**src/design/tpdma_pkg.sv**
```systemverilog
`default_nettype none
package tpdma_pkg;

    localparam int IN_DATA_W  = 40;
    localparam int IN_USER_W  = 2;
    localparam int OUT_DATA_W = 56;

    typedef enum logic [1:0] {
        REQ_WRITE = 2'd0,
        REQ_READ  = 2'd1,
        REQ_XFER  = 2'd2,
        REQ_TIMER = 2'd3
    } req_t;

    typedef enum logic [2:0] {
        PH_IDLE  = 3'd0,
        PH_START = 3'd1,
        PH_ACK   = 3'd2,
        PH_XFER  = 3'd3,
        PH_WAITC = 3'd4
    } phase_t;

    typedef enum logic [3:0] {
        WS_IDLE = 4'd0,
        WS_R0B0 = 4'd1,
        WS_R0B1 = 4'd2,
        WS_R0B2 = 4'd3,
        WS_R0B3 = 4'd4,
        WS_R1B0 = 4'd5,
        WS_R1B1 = 4'd6,
        WS_R2B0 = 4'd7,
        WS_R2B1 = 4'd8,
        WS_R3B0 = 4'd9,
        WS_R3B1 = 4'd10,
        WS_R4B0 = 4'd11,
        WS_R4B1 = 4'd12,
        WS_R6B0 = 4'd13
    } wseq_t;

    localparam logic [7:0] CMD_RESET    = 8'hC3;
    localparam logic [7:0] CMD_LOAD     = 8'hCF;
    localparam logic [7:0] CMD_CONTINUE = 8'hD3;
    localparam logic [7:0] CMD_RSTSEQ   = 8'hBF;
    localparam logic [7:0] CMD_CLRSTAT  = 8'h8B;
    localparam logic [7:0] CMD_INITRD   = 8'hA7;
    localparam logic [7:0] CMD_ENABLE   = 8'h87;
    localparam logic [7:0] CMD_DISABLE  = 8'h83;
    localparam logic [7:0] CMD_RDMASK   = 8'hBB;

    localparam logic [0:0] CFG_COMPAT = 1'd0;
    localparam logic [0:0] CFG_TURBO  = 1'd1;

    typedef struct packed {
        logic        run;
        phase_t      phase;
        wseq_t       wseq;
        logic [7:0]  base;
        logic [2:0]  rseq;
        logic [7:0]  rmask;
        logic [15:0] pa_start;
        logic [15:0] pb_start;
        logic [15:0] blen;
        logic [15:0] src;
        logic [15:0] dst;
        logic [15:0] cnt;
        logic        dir;
        logic        aio;
        logic [1:0]  amode;
        logic        bio;
        logic [1:0]  bmode;
        logic [7:0]  presc;
        logic [1:0]  xmode;
        logic        autorst;
        logic [1:0]  status;
        logic [13:0] wtimer;
        logic        in_wait;
        logic        busreq_n;
        logic        bao_n;
    } state_t;

    typedef struct packed {
        logic [1:0]  req;
        logic [7:0]  wdata;
        logic [7:0]  src_data;
        logic [13:0] elapsed;
        logic        grant_n;
        logic        down_n;
        logic        up_busy;
        logic        delay;
    } item_t;

    typedef struct packed {
        logic [7:0]  rdata;
        logic        wr_valid;
        logic [15:0] wr_addr;
        logic        wr_is_io;
        logic [7:0]  wr_data;
        logic        irq;
    } result_t;

endpackage
`default_nettype wire

```
**src/design/tpdma_core.sv**
```systemverilog
`default_nettype none
module tpdma_core
(
    input  wire tpdma_pkg::state_t  cur,
    input  wire tpdma_pkg::item_t   item,
    input  wire                     compat,
    input  wire [1:0]               turbo,
    output tpdma_pkg::state_t       nxt,
    output tpdma_pkg::result_t      res
);

    function automatic logic wait_on(input logic [7:0] p, input logic [13:0] t);
        return (p != 8'd0) && (t[13:5] < {1'b0, p});
    endfunction

    function automatic logic [2:0] next_read(input logic [3:0] start, input logic [7:0] m);
        logic [2:0] r;
        logic       found;
        logic [3:0] b;
        r = 3'd0;
        found = 1'b0;
        for (int i = 0; i < 7; i++)
        begin
            b = start + 4'(i);
            if (b >= 4'd7)
                b = b - 4'd7;
            if (!found && m[b[2:0]])
            begin
                found = 1'b1;
                r = b[2:0];
            end
        end
        return r;
    endfunction

    function automatic logic [15:0] step(input logic [15:0] a, input logic [1:0] md);
        logic [15:0] r;
        unique case (md)
            2'd1:    r = a + 16'd1;
            2'd0:    r = a - 16'd1;
            default: r = a;
        endcase
        return r;
    endfunction

    always_comb
    begin
        logic [7:0]  v;
        logic        go;
        logic [1:0]  smode;
        logic [1:0]  dmode;
        logic [15:0] pa;
        logic [15:0] pb;
        logic        block;
        nxt = cur;
        res = '0;
        v = item.wdata;
        go = 1'b0;
        smode = cur.dir ? cur.amode : cur.bmode;
        dmode = cur.dir ? cur.bmode : cur.amode;
        pa = cur.dir ? cur.src : cur.dst;
        pb = cur.dir ? cur.dst : cur.src;
        block = !item.down_n || item.up_busy || item.delay;
        unique case (tpdma_pkg::req_t'(item.req))
            tpdma_pkg::REQ_WRITE:
            begin
                if (cur.wseq != tpdma_pkg::WS_IDLE)
                begin
                    nxt.wseq = tpdma_pkg::WS_IDLE;
                    unique case (cur.wseq)
                        tpdma_pkg::WS_R0B0:
                        begin
                            nxt.pa_start[7:0] = v;
                            nxt.wseq = cur.base[4] ? tpdma_pkg::WS_R0B1 :
                                       cur.base[5] ? tpdma_pkg::WS_R0B2 :
                                       cur.base[6] ? tpdma_pkg::WS_R0B3 : tpdma_pkg::WS_IDLE;
                        end
                        tpdma_pkg::WS_R0B1:
                        begin
                            nxt.pa_start[15:8] = v;
                            nxt.wseq = cur.base[5] ? tpdma_pkg::WS_R0B2 :
                                       cur.base[6] ? tpdma_pkg::WS_R0B3 : tpdma_pkg::WS_IDLE;
                        end
                        tpdma_pkg::WS_R0B2:
                        begin
                            nxt.blen[7:0] = v;
                            nxt.wseq = cur.base[6] ? tpdma_pkg::WS_R0B3 : tpdma_pkg::WS_IDLE;
                        end
                        tpdma_pkg::WS_R0B3: nxt.blen[15:8] = v;
                        tpdma_pkg::WS_R1B0:
                            nxt.wseq = v[5] ? tpdma_pkg::WS_R1B1 : tpdma_pkg::WS_IDLE;
                        tpdma_pkg::WS_R2B0:
                            nxt.wseq = v[5] ? tpdma_pkg::WS_R2B1 : tpdma_pkg::WS_IDLE;
                        tpdma_pkg::WS_R2B1: nxt.presc = v;
                        tpdma_pkg::WS_R3B0:
                            nxt.wseq = cur.base[4] ? tpdma_pkg::WS_R3B1 : tpdma_pkg::WS_IDLE;
                        tpdma_pkg::WS_R4B0:
                        begin
                            nxt.pb_start[7:0] = v;
                            nxt.wseq = cur.base[3] ? tpdma_pkg::WS_R4B1 : tpdma_pkg::WS_IDLE;
                        end
                        tpdma_pkg::WS_R4B1: nxt.pb_start[15:8] = v;
                        tpdma_pkg::WS_R6B0:
                        begin
                            nxt.rmask = v;
                            nxt.rseq = next_read(4'd0, v);
                        end
                        default: nxt.wseq = tpdma_pkg::WS_IDLE;
                    endcase
                end
                else if ((v & 8'h83) == 8'h83)
                begin
                    nxt.wseq = tpdma_pkg::WS_IDLE;
                    unique case (v)
                        tpdma_pkg::CMD_RESET, tpdma_pkg::CMD_DISABLE:
                        begin
                            nxt.run = 1'b0;
                            nxt.phase = tpdma_pkg::PH_IDLE;
                            nxt.busreq_n = 1'b1;
                            nxt.bao_n = item.grant_n;
                            nxt.in_wait = 1'b0;
                            if (v == tpdma_pkg::CMD_RESET)
                            begin
                                nxt.status = 2'b00;
                                nxt.presc = 8'd0;
                                nxt.autorst = 1'b0;
                            end
                        end
                        tpdma_pkg::CMD_LOAD:
                        begin
                            nxt.status[1] = 1'b0;
                            nxt.src = cur.dir ? cur.pa_start : cur.pb_start;
                            nxt.dst = cur.dir ? cur.pb_start : cur.pa_start;
                            nxt.cnt = {16{compat}};
                        end
                        tpdma_pkg::CMD_CONTINUE:
                        begin
                            nxt.status[1] = 1'b0;
                            nxt.cnt = {16{compat}};
                        end
                        tpdma_pkg::CMD_RSTSEQ:  nxt.rseq = 3'd0;
                        tpdma_pkg::CMD_CLRSTAT: nxt.status = 2'b00;
                        tpdma_pkg::CMD_INITRD:  nxt.rseq = next_read(4'd0, cur.rmask);
                        tpdma_pkg::CMD_ENABLE:
                        begin
                            nxt.run = 1'b1;
                            nxt.phase = tpdma_pkg::PH_START;
                            nxt.status[0] = 1'b0;
                            nxt.in_wait = 1'b0;
                        end
                        tpdma_pkg::CMD_RDMASK:  nxt.wseq = tpdma_pkg::WS_R6B0;
                        default: ;
                    endcase
                end
                else if ((v & 8'hC7) == 8'h82)
                begin
                    nxt.base = v;
                    nxt.autorst = v[5];
                end
                else if ((v & 8'h83) == 8'h81)
                begin
                    nxt.base = v;
                    nxt.xmode = v[6:5];
                    nxt.wseq = v[2] ? tpdma_pkg::WS_R4B0 :
                               v[3] ? tpdma_pkg::WS_R4B1 : tpdma_pkg::WS_IDLE;
                end
                else if ((v & 8'h83) == 8'h80)
                begin
                    nxt.base = v;
                    if (v[6])
                    begin
                        nxt.run = 1'b1;
                        nxt.phase = tpdma_pkg::PH_START;
                        nxt.status[0] = 1'b0;
                        nxt.in_wait = 1'b0;
                    end
                    nxt.wseq = v[3] ? tpdma_pkg::WS_R3B0 :
                               v[4] ? tpdma_pkg::WS_R3B1 : tpdma_pkg::WS_IDLE;
                end
                else if ((v & 8'h87) == 8'h00)
                begin
                    nxt.base = v;
                    nxt.bio = v[3];
                    nxt.bmode = v[5:4];
                    nxt.wseq = v[6] ? tpdma_pkg::WS_R2B0 : tpdma_pkg::WS_IDLE;
                end
                else if ((v & 8'h87) == 8'h04)
                begin
                    nxt.base = v;
                    nxt.aio = v[3];
                    nxt.amode = v[5:4];
                    nxt.wseq = v[6] ? tpdma_pkg::WS_R1B0 : tpdma_pkg::WS_IDLE;
                end
                else if (!v[7] && (v[1:0] != 2'b00))
                begin
                    nxt.base = v;
                    nxt.dir = v[2];
                    nxt.wseq = v[3] ? tpdma_pkg::WS_R0B0 : v[4] ? tpdma_pkg::WS_R0B1 :
                               v[5] ? tpdma_pkg::WS_R0B2 : v[6] ? tpdma_pkg::WS_R0B3 :
                               tpdma_pkg::WS_IDLE;
                end
            end
            tpdma_pkg::REQ_READ:
            begin
                unique case (cur.rseq)
                    3'd0:    res.rdata = (cur.status[1] ? 8'h00 : 8'h20) | 8'h1A
                                         | {7'd0, cur.status[0]};
                    3'd1:    res.rdata = cur.cnt[7:0];
                    3'd2:    res.rdata = cur.cnt[15:8];
                    3'd3:    res.rdata = pa[7:0];
                    3'd4:    res.rdata = pa[15:8];
                    3'd5:    res.rdata = pb[7:0];
                    default: res.rdata = pb[15:8];
                endcase
                nxt.rseq = next_read({1'b0, cur.rseq} + 4'd1, cur.rmask);
            end
            tpdma_pkg::REQ_XFER:
            begin
                if (cur.run)
                begin
                    go = 1'b1;
                    if (cur.in_wait)
                    begin
                        if (wait_on(cur.presc, cur.wtimer))
                            go = 1'b0;
                        else
                            nxt.in_wait = 1'b0;
                    end
                end
                if (go)
                begin
                    // two-pass arbitration folded into one decision
                    unique case (cur.phase)
                        tpdma_pkg::PH_START:
                        begin
                            if (block)
                            begin
                                nxt.busreq_n = 1'b1;
                                nxt.bao_n = item.grant_n;
                            end
                            else
                            begin
                                nxt.busreq_n = 1'b0;
                                nxt.bao_n = 1'b1;
                                nxt.phase = item.grant_n ? tpdma_pkg::PH_ACK :
                                                           tpdma_pkg::PH_XFER;
                            end
                        end
                        tpdma_pkg::PH_ACK:
                        begin
                            if (!item.grant_n)
                                nxt.phase = tpdma_pkg::PH_XFER;
                            nxt.bao_n = 1'b1;
                        end
                        tpdma_pkg::PH_XFER:
                        begin
                            nxt.busreq_n = 1'b0;
                            nxt.bao_n = 1'b1;
                        end
                        default:
                        begin
                            nxt.busreq_n = 1'b1;
                            nxt.bao_n = item.grant_n;
                        end
                    endcase
                    if (nxt.phase == tpdma_pkg::PH_XFER)
                    begin
                        nxt.wtimer = 14'd0;
                        res.wr_valid = 1'b1;
                        res.wr_addr = cur.dst;
                        res.wr_is_io = cur.dir ? cur.bio : cur.aio;
                        res.wr_data = item.src_data;
                        nxt.cnt = cur.cnt + 16'd1;
                        nxt.status[0] = 1'b1;
                        nxt.src = step(cur.src, smode);
                        nxt.dst = step(cur.dst, dmode);
                        if (nxt.cnt >= cur.blen)
                        begin
                            nxt.status[1] = 1'b1;
                            res.irq = 1'b1;
                            if (cur.autorst)
                            begin
                                nxt.status[1] = 1'b0;
                                nxt.src = cur.dir ? cur.pa_start : cur.pb_start;
                                nxt.dst = cur.dir ? cur.pb_start : cur.pa_start;
                                nxt.cnt = {16{compat}};
                                nxt.phase = tpdma_pkg::PH_START;
                            end
                            else
                            begin
                                nxt.run = 1'b0;
                                nxt.phase = tpdma_pkg::PH_IDLE;
                                nxt.busreq_n = 1'b1;
                                nxt.bao_n = item.grant_n;
                            end
                            nxt.in_wait = 1'b0;
                        end
                        else if (item.delay)
                        begin
                            nxt.phase = tpdma_pkg::PH_START;
                            nxt.busreq_n = 1'b1;
                            nxt.bao_n = item.grant_n;
                        end
                        else if (cur.presc != 8'd0)
                        begin
                            // timer was just cleared, so any prescaler starts a wait
                            nxt.in_wait = 1'b1;
                            if (cur.xmode == 2'd2)
                            begin
                                nxt.phase = tpdma_pkg::PH_WAITC;
                                nxt.busreq_n = 1'b1;
                                nxt.bao_n = item.grant_n;
                            end
                        end
                    end
                end
            end
            default:
            begin
                nxt.wtimer = cur.wtimer + 14'(item.elapsed << (2'd3 - turbo));
                if (cur.phase == tpdma_pkg::PH_WAITC && !wait_on(cur.presc, nxt.wtimer))
                begin
                    if (block)
                    begin
                        nxt.phase = tpdma_pkg::PH_START;
                        nxt.busreq_n = 1'b1;
                        nxt.bao_n = item.grant_n;
                    end
                    else
                    begin
                        nxt.busreq_n = 1'b0;
                        nxt.bao_n = 1'b1;
                        nxt.phase = item.grant_n ? tpdma_pkg::PH_ACK : tpdma_pkg::PH_XFER;
                    end
                end
            end
        endcase
    end

endmodule
`default_nettype wire

```
**src/design/two_port_byte_dma_controller.sv**
```systemverilog
// an accepted input beat's result beat is registered and valid in the cycle after acceptance
// throughput: one beat per cycle while the result side takes each beat, the whole step is one pass through tpdma_core
// the input side stays ready while the result register drains or is taken
// reset (rst_n low, asynchronous) sets all controller state to its defaults and drops the result
`default_nettype none
module two_port_byte_dma_controller
(
    input  wire                              clk,
    input  wire                              rst_n,
    input  wire                              s_tvalid,
    output logic                             s_tready,
    // wdata, src_data, elapsed_cycles, grant_n, downstream_req_n, upstream_busy,
    // delay_req, zero pad
    input  wire [tpdma_pkg::IN_DATA_W-1:0]   s_tdata,
    // req_type
    input  wire [tpdma_pkg::IN_USER_W-1:0]   s_tuser,
    output logic                             m_tvalid,
    input  wire                              m_tready,
    // rdata, wr_valid, wr_addr, wr_is_io, wr_data, src_addr, src_is_io, busreq_n,
    // bao_n, holds_bus, block_end_irq, active
    output logic [tpdma_pkg::OUT_DATA_W-1:0] m_tdata,
    input  wire                              cfg_we,
    input  wire [0:0]                        cfg_index,
    input  wire [1:0]                        cfg_wdata
);

    tpdma_pkg::state_t  state_reg;
    tpdma_pkg::state_t  state_next;
    tpdma_pkg::item_t   item;
    tpdma_pkg::result_t res;
    logic               compat_reg;
    logic [1:0]         turbo_reg;
    logic               out_valid_reg;
    logic [tpdma_pkg::OUT_DATA_W-1:0] out_data_reg;
    logic               accept;

    // take a new beat whenever the result slot is free or being emptied
    assign s_tready = !out_valid_reg || m_tready;
    assign accept   = s_tvalid && s_tready;

    // unpack the input beat
    assign item.req      = s_tuser;
    assign item.wdata    = s_tdata[7:0];
    assign item.src_data = s_tdata[15:8];
    assign item.elapsed  = s_tdata[29:16];
    assign item.grant_n  = s_tdata[30];
    assign item.down_n   = s_tdata[31];
    assign item.up_busy  = s_tdata[32];
    assign item.delay    = s_tdata[33];

    tpdma_core u_core
    (
        .cur    (state_reg),
        .item   (item),
        .compat (compat_reg),
        .turbo  (turbo_reg),
        .nxt    (state_next),
        .res    (res)
    );

    // config writes must land only while idle; the user is bound to this, the block does not enforce it
    always_ff @(posedge clk or negedge rst_n)
    begin
        if (!rst_n)
        begin
            compat_reg <= 1'b0;
            turbo_reg  <= 2'd0;
        end
        else if (cfg_we)
        begin
            unique case (cfg_index)
                tpdma_pkg::CFG_COMPAT: compat_reg <= cfg_wdata[0];
                default:               turbo_reg  <= cfg_wdata;
            endcase
        end
    end

    // controller state, updated once per accepted beat
    always_ff @(posedge clk or negedge rst_n)
    begin
        if (!rst_n)
        begin
            state_reg          <= '0;
            state_reg.phase    <= tpdma_pkg::PH_IDLE;
            state_reg.wseq     <= tpdma_pkg::WS_IDLE;
            state_reg.rmask    <= 8'h7F;
            state_reg.dir      <= 1'b1;
            state_reg.amode    <= 2'd1;
            state_reg.bmode    <= 2'd1;
            state_reg.xmode    <= 2'd1;
            state_reg.busreq_n <= 1'b1;
            state_reg.bao_n    <= 1'b0;
        end
        else if (accept)
        begin
            state_reg <= state_next;
        end
    end

    // result register valid flag
    always_ff @(posedge clk or negedge rst_n)
    begin
        if (!rst_n)
            out_valid_reg <= 1'b0;
        else if (accept)
            out_valid_reg <= 1'b1;
        else if (m_tready)
            out_valid_reg <= 1'b0;
    end

    // result payload, status fields reflect the state after the step
    always_ff @(posedge clk)
    begin
        if (accept)
        begin
            out_data_reg <= {
                state_next.run,
                res.irq,
                !state_next.busreq_n && !item.grant_n,
                state_next.bao_n,
                state_next.busreq_n,
                state_next.dir ? state_next.aio : state_next.bio,
                state_next.src,
                res.wr_data,
                res.wr_is_io,
                res.wr_addr,
                res.wr_valid,
                res.rdata
            };
        end
    end

    assign m_tvalid = out_valid_reg;
    assign m_tdata  = out_data_reg;

endmodule
`default_nettype wire

```
**config.mk**
```make
export PLATFORM = sky130hd
export DESIGN_NAME = two_port_byte_dma_controller
export DESIGN_NICKNAME = d
export VERILOG_FILES = /design/src/design/tpdma_pkg.sv /design/src/design/tpdma_core.sv /design/src/design/two_port_byte_dma_controller.sv
export SDC_FILE = /design/constraint.sdc
export NUM_CORES = 1
export LEC_CHECK = 0
export BUFFER_PORTS_ARGS = -buffer_cell sky130_fd_sc_hd__buf_2
export CORE_MARGIN = 4
export CORE_UTILIZATION = 45
export CTS_CLUSTER_SIZE = 24
export DETAILED_ROUTE_END_ITERATION = 10
export GPL_ROUTABILITY_DRIVEN = 1
export PLACE_DENSITY = 0.64
export SLEW_MARGIN = 10
export SYNTH_ARGS = -nofsm -noshare
export SYNTH_HDL_FRONTEND = slang
export SYNTH_SLANG_ARGS = --single-unit
```
**constraint.sdc**
```tcl
create_clock -name clk -period 4.6 [get_ports clk]
set_input_delay 0.46 -clock clk [delete_from_list [all_inputs] [get_ports clk]]
set_output_delay 0.46 -clock clk [all_outputs]
set_load 0.01 [all_outputs]
```
[After elaboration in Yosys (flattened, before gate mapping)]
Cells that the tools add are included.
Storage, ports and cells
  register bits: 219
  bits in latches: 0
  bits in writable memories: 0
  bits in read-only memories: 0
  output and inout port bits: 58
  word-level logic and storage cells: 513
  memories: 0
Operators by class
  $add $sub $neg: 21
  $mul: 0
  divide/modulo/power cells: 0
  $lt $le $gt $ge: 17
  equality and inequality tests: 66
  shift operators: 1
  mux-type cells: 262
  bitwise operators: 10
  reductions and logical operators: 100
Operators by type and width (count)
  two-way mux 48 bit: 5
  two-way mux 3 bit: 51
  two-way mux 1 bit: 107
  two-way mux 12 bit: 8
  one-hot mux 48 bit (2 select lines): 1
  two-way mux 16 bit: 5
  two-way mux 4 bit: 20
  equality test 8 bit (second input constant): 9
  one-hot mux 16 bit (2 select lines): 2
  two-way mux 8 bit: 7
  two-way mux 55 bit: 1
  adder 16 x 1 -> 16 bit (second input constant): 3
  one-hot mux 8 bit (6 select lines): 1
  two-way mux 19 bit: 2
  two-way mux 2 bit: 19
  AND reduction 4 bit: 9
  two-way mux 7 bit: 5
  two-way mux 32 bit: 1
  subtractor 16 x 1 -> 16 bit (second input constant): 2
  >= comparator 4 x 3 -> 1 bit (second input constant): 7
  less-than comparator 3 x 4 -> 1 bit (second input constant): 7
  one-hot mux 14 bit (2 select lines): 1
  one-hot mux 4 bit (7 select lines): 1
  two-way mux 27 bit: 1
  other kinds (64): 202

[Depth between registers and ports, before layout]
  word-level depth: 47
  mapped depth: 21

[Modules after synthesis]
Synthesis repeated with hierarchy kept, for this count alone.
Unflattened totals
  cell total of the unflattened synthesis: 2114
  area, all modules: 19468.7 µm²
By module, submodules not included
  tpdma_core: times used 1, cells each 1706, area an instance 11063.1 µm², seq. area each 0.0 µm²
  two_port_byte_dma_controller: times used 1, cells each 408, area an instance 8405.6 µm², seq. area each 5800.6 µm²

[Least setup slack after synthesis]
Ideal clock, no wire load.
  kind: register to register
  start point: register turbo_reg[0]
  end point: register state_reg[156] (netlist name)
  library setup time: 0.125 ns
  arrival time: 4.653 ns
  required time: 4.475 ns
  slack: -0.178 ns
  stages on the path, launching flop included: 20
  buffers on the path: 2
  cell sequence: dfrtp_1 -> clkbuf_1 -> buf_1 -> and3_1 -> ha_1 -> fa_1 -> a21o_1 -> a21o_1 -> a21o_1 -> a21o_1 -> a21oi_1 -> o221ai_1 -> o41ai_1 -> xnor2_1 -> ha_1 -> o21ai_0 -> o31ai_1 -> o41ai_4 -> o31ai_2 -> mux2_2
On the way
  word-level cells in the longest chain between the ends: 9
Ends and longest elaborated chain
  start: declaration: RTL line two_port_byte_dma_controller.sv:32  | logic [1:0] turbo_reg;
  start signal: assignment: RTL line two_port_byte_dma_controller.sv:73  | default: turbo_reg <= cfg_wdata;
  subtractor 2 bit: RTL line tpdma_core.sv:320  | nxt.wtimer = cur.wtimer + 14'(item.elapsed << (2'd3 - turbo));
  << shifter 14 x 2 -> 14 bit: RTL line tpdma_core.sv:320
  adder 14 bit: RTL line tpdma_core.sv:320
  less-than comparator 9 x 8 -> 1 bit: RTL line tpdma_core.sv:13  | return (p != 8'd0) && (t[13:5] < {1'b0, p});
  logical AND 1 bit: RTL line tpdma_core.sv:13
  logical NOT 1 bit: RTL line tpdma_core.sv:321  | if (cur.phase == tpdma_pkg::PH_WAITC && !wait_on(cur.presc, nxt.wtimer))
  logical AND 1 bit: RTL line tpdma_core.sv:321
  nonzero test 3 bit (no source line)
  AND reduction 10 bit (no source line)
  end signal: assignment: RTL line two_port_byte_dma_controller.sv:96  | state_reg <= state_next;
  end: declaration: RTL line two_port_byte_dma_controller.sv:27  | tpdma_pkg::state_t state_reg;
Every way passes these cells.
A chain may end at the register's enable or synchronous reset.

==> flow_summary.html <==
<table>
<tr><th>Metric</th><th>Value</th></tr>
<tr><th colspan="2">Synthesis</th></tr>
<tr><td>Synthesized area per cell</td><td>8.95 um2</td></tr>
<tr><td>Most common cell in the synthesized netlist</td><td>sky130_fd_sc_hd__nand2_1</td></tr>
<tr><td>Yosys warning total</td><td>0</td></tr>
<tr><td>Cell count after synthesis</td><td>1849</td></tr>
<tr><td>Area share of the leading cell type in the synthesized netlist</td><td>22.4%</td></tr>
<tr><td>Unique masters post-synth</td><td>90</td></tr>
<tr><td>Share of async-settable or async-resettable flops after synthesis</td><td>74.1%</td></tr>
<tr><td>Seq/Total Area, Yosys</td><td>34.5%</td></tr>
<tr><td>Netlist area before placement</td><td>16500 um2</td></tr>
<tr><td>Library cell occupying the most area in the post-synthesis netlist</td><td>sky130_fd_sc_hd__dfrtp_1</td></tr>
<tr><td>Synthesized flop and latch total</td><td>216</td></tr>
<tr><td>Synth top area cells</td><td>sky130_fd_sc_hd__dfrtp_1, sky130_fd_sc_hd__edfxtp_1, sky130_fd_sc_hd__ha_1</td></tr>
<tr><td>Net count after synthesis</td><td>1990</td></tr>
<tr><td>Post-synth top cells</td><td>sky130_fd_sc_hd__nand2_1, sky130_fd_sc_hd__dfrtp_1, sky130_fd_sc_hd__nor2_1, sky130_fd_sc_hd__o21ai_0, sky130_fd_sc_hd__a21oi_1</td></tr>
<tr><td>Predominant post-synthesis flop cell</td><td>sky130_fd_sc_hd__dfrtp_1</td></tr>
<tr><td>EDFF count, synth</td><td>56</td></tr>
<tr><th colspan="2">STA</th></tr>
<tr><td>Relative slew slack</td><td>31.6%</td></tr>
<tr><td>Setup repair after global routing missed its margin</td><td>false</td></tr>
<tr><td>Least-Margin Pin Slew</td><td>1.03 ns</td></tr>
<tr><td>Setup violation total in the final timing report</td><td>0</td></tr>
<tr><td>Max-slew violation total from the final report</td><td>0</td></tr>
<tr><td>Layout Skew</td><td>0.0118 ns</td></tr>
<tr><td>Crit path time final</td><td>4.39 ns</td></tr>
<tr><td>Worst hold slack</td><td>0.0421 ns</td></tr>
<tr><td>Final clock period utilization by the worst path</td><td>95.3%</td></tr>
<tr><td>Hold Violations, Final</td><td>0</td></tr>
<tr><td>Max Fclk</td><td>228 MHz</td></tr>
<tr><th colspan="2">Floorplan</th></tr>
<tr><td>X dimension of the die</td><td>200 um</td></tr>
<tr><td>Ports</td><td>108</td></tr>
<tr><td>Full die area</td><td>39900 um2</td></tr>
<tr><td>Number of rows created at floorplan</td><td>69</td></tr>
<tr><td>Initial cell density of the core</td><td>46.1%</td></tr>
<tr><td>Height of the die</td><td>200 um</td></tr>
<tr><td>Total core area</td><td>35900 um2</td></tr>
<tr><th colspan="2">Placed design</th></tr>
<tr><td>Total of buffers placed on input and output ports</td><td>101</td></tr>
<tr><td>Number of placed instances with taps included</td><td>2349</td></tr>
<tr><td>Routability Congestion</td><td>0.926</td></tr>
<tr><td>Area after DPL</td><td>17600 um2</td></tr>
<tr><td>Post-detail-place hpwl</td><td>36.4 mm</td></tr>
<tr><th colspan="2">Clock network</th></tr>
<tr><td>Sink count of the clock tree</td><td>216</td></tr>
<tr><td>H-tree Lvls</td><td>1</td></tr>
<tr><td>TritonCTS buffer count</td><td>26</td></tr>
<tr><td>Clock transition at the registers of the reported paths</td><td>0.06 ns</td></tr>
<tr><td>Count of buffers added by post-CTS timing repair for setup</td><td>0</td></tr>
<tr><td>Cell at the root of the clock tree</td><td>sky130_fd_sc_hd__clkbuf_16</td></tr>
<tr><td>Clk Latency, worst-skew pair</td><td>0.54 ns</td></tr>
<tr><td>Clock tree buffer depth</td><td>3</td></tr>
<tr><td>Clock tree from TritonCTS</td><td>done</td></tr>
<tr><th colspan="2">Job</th></tr>
<tr><td>Max-cap violations</td><td>0</td></tr>
<tr><th colspan="2">Pwr</th></tr>
<tr><td>Total internal power</td><td>6680 uW</td></tr>
<tr><td>Sequential cell fraction of total power</td><td>24.5%</td></tr>
<tr><td>Logic gate share of total power</td><td>58.1%</td></tr>
<tr><td>VDD IR max</td><td>680 uV</td></tr>
<tr><td>Power density over the cells</td><td>648 nW/um2</td></tr>
<tr><td>Leak Pwr</td><td>0.00789 uW</td></tr>
<tr><td>Switch Pwr</td><td>5360 uW</td></tr>
<tr><td>Clock power share</td><td>17.4%</td></tr>
<tr><td>Net switching share of the total power</td><td>44.5%</td></tr>
<tr><td>Design Power</td><td>12000 uW</td></tr>
<tr><th colspan="2">Route</th></tr>
<tr><td>Vias after detailed routing</td><td>15049</td></tr>
<tr><td>Drt pass-1 iters</td><td>7</td></tr>
<tr><td>Number of nets still failing antenna checks after routing</td><td>0</td></tr>
<tr><td>Count of routing violations after the opening detailed-route iteration</td><td>1443</td></tr>
<tr><td>Detailed-route vias per instance</td><td>6.28</td></tr>
<tr><td>Routed WL</td><td>50.2 mm</td></tr>
<tr><td>Wire length per cell</td><td>21.0 um</td></tr>
<tr><td>Final routed DRC violation total</td><td>0</td></tr>
<tr><th colspan="2">Layout</th></tr>
<tr><td>Share of cells above drive strength 1</td><td>17.1%</td></tr>
<tr><td>Final standard cell utilization of the core</td><td>51.7%</td></tr>
<tr><td>Number of inserted diodes</td><td>0</td></tr>
<tr><td>Post-layout instance area</td><td>18600 um2</td></tr>
<tr><td>Number of flip-flops in the largest register</td><td>156</td></tr>
<tr><td>Nets@finish</td><td>2057</td></tr>
<tr><td>Final Non-Filler Cells</td><td>2397</td></tr>
<tr><td>Area growth, synth to finish</td><td>12.3%</td></tr>
<tr><th colspan="2">Setup path</th></tr>
<tr><td>Category of the worst setup path capture point</td><td>register</td></tr>
<tr><td>Maximum fanout count along the critical path</td><td>12</td></tr>
<tr><td>Arrival time at the worst endpoint</td><td>4.66 ns</td></tr>
<tr><td>Critical path data required time</td><td>4.87 ns</td></tr>
<tr><td>Crit Path Category</td><td>reg2reg</td></tr>
<tr><td>Setup crit start kind</td><td>register</td></tr>
<tr><th colspan="2">Global routing</th></tr>
<tr><td>Number of global-route vias before repair</td><td>14325</td></tr>
<tr><td>Number of antenna violations at the first check in global routing</td><td>0</td></tr>
<tr><td>First-pass GRT wire length</td><td>78.8 mm</td></tr>
<tr><td>Leftover overflow at the end of global routing</td><td>0</td></tr>
<tr><td>Pin count of the biggest net entering global routing</td><td>102</td></tr>
<tr><td>GRT Util Overall</td><td>24.4%</td></tr>
<tr><th colspan="2">Min path</th></tr>
<tr><td>Type of the worst min-delay path</td><td>in2async</td></tr>
<tr><th colspan="2">Run status</th></tr>
<tr><td>Result of the run</td><td>finished, final reports clean</td></tr>
</table>
-- cells in the final DEF (no fill, tap or decap), drive strengths merged, types with 56 or more instances in the layout --
master,instances
buf,161
dfrtp,148
o21ai,118
edfxtp,56
a21oi,101
mux2,73
ha,87
nand2,189
inv,60
mux2i,88
nor2,143
-- cells by family after synthesis --
kind of cell / Yosys count / synth area share [%]
simple gates: 575 / 16.5
compound gates: 558 / 23.3
flops: 216 / 34.5
buf+inv: 182 / 4.40
mux: 165 / 10.9
fa+ha+maj: 91 / 7.06
xor+xnor: 62 / 3.41
-- area by class of cell --
type	count	area (um2)
Fill cell	3315	17300
Multi-Input combinational cell	1451	10200
Tap cell	461	577
Timing Repair Buffer	161	986
Inverter	60	225
Clock inverter	14	140
Sequential cell	216	5700
Clock buffer	34	722
-- path summary, 6_finish.rpt --
path | cells after the start | to | slack, ns | startpoint
max | 17 | m_tdata[47] | 0.21 | state_reg[38]
min | 1 | state_reg[140] | 0.04 | rst_n
max reg2reg | 17 | m_tdata[47] | 0.21 | state_reg[38]
min reg2reg | 2 | state_reg[28] | 0.48 | state_reg[28]
max in group asynchronous | 2 | state_reg[20] | 3.49 | rst_n
min in group clk | 2 | m_tvalid | 0.13 | s_tvalid
-- worst max-delay path: stages (launching register included) --
cell and delay, ns:
sky130_fd_sc_hd__dfrtp_1 0.41, sky130_fd_sc_hd__and3_1 0.25, sky130_fd_sc_hd__and3_1 0.20, sky130_fd_sc_hd__nand4_1 0.15, sky130_fd_sc_hd__nor2_1 0.21, sky130_fd_sc_hd__and2_2 0.22
sky130_fd_sc_hd__xor2_1 0.20, sky130_fd_sc_hd__ha_1 0.27, sky130_fd_sc_hd__a21o_1 0.19, sky130_fd_sc_hd__a2111oi_0 0.35, sky130_fd_sc_hd__o21ai_0 0.21, sky130_fd_sc_hd__a211o_1 0.32
sky130_fd_sc_hd__buf_4 0.17, sky130_fd_sc_hd__nand2_4 0.17, sky130_fd_sc_hd__nand2_1 0.10, sky130_fd_sc_hd__o32a_1 0.34, sky130_fd_sc_hd__a21oi_1 0.24, sky130_fd_sc_hd__nand2_1 0.11
-- routing by layer --
metal  track usage, %  vias up  wire length (um)
li1                 -     7030                 -
met4             7.19        0              1370
met3             3.22      111              3470
met2             38.3      567             22800
met1             35.4     7341             22600
met5                0        -                 0
-- repair_timing --
action,in CTS,in global routing
setup endpoints to repair,2,57
resized for setup,1,29
gates cloned,0,0
hold buffers,0,0
pin swaps,0,2
-- power groups by stage --
| stage | sequential [uW] | clock [uW] | combinational [uW] |
|---|---|---|---|
| after floorplan | 2720 | 0 | 5300 |
| after global placement | 2940 | 0 | 6660 |
| after detailed placement | 2960 | 0 | 6790 |
| after CTS | 2930 | 2130 | 6840 |
| after global routing | 3010 | 2200 | 7690 |
| final | 2950 | 2100 | 7000 |
-- metrics by stage --
| stage | TNS, ns | setup slack (ns) |
|---|---|---|
| 2_1_floorplan | 0 | 0.0290 |
| 3_3_place_gp | -0.0383 | -0.0199 |
| 3_5_place_dp | -0.136 | -0.0686 |
| 4_1_cts | 0 | 0.0191 |
| 5_1_grt | 0 | 0.00764 |
| 6_report | 0 | 0.214 |
No activity file was read; power rests on OpenSTA's default activity.
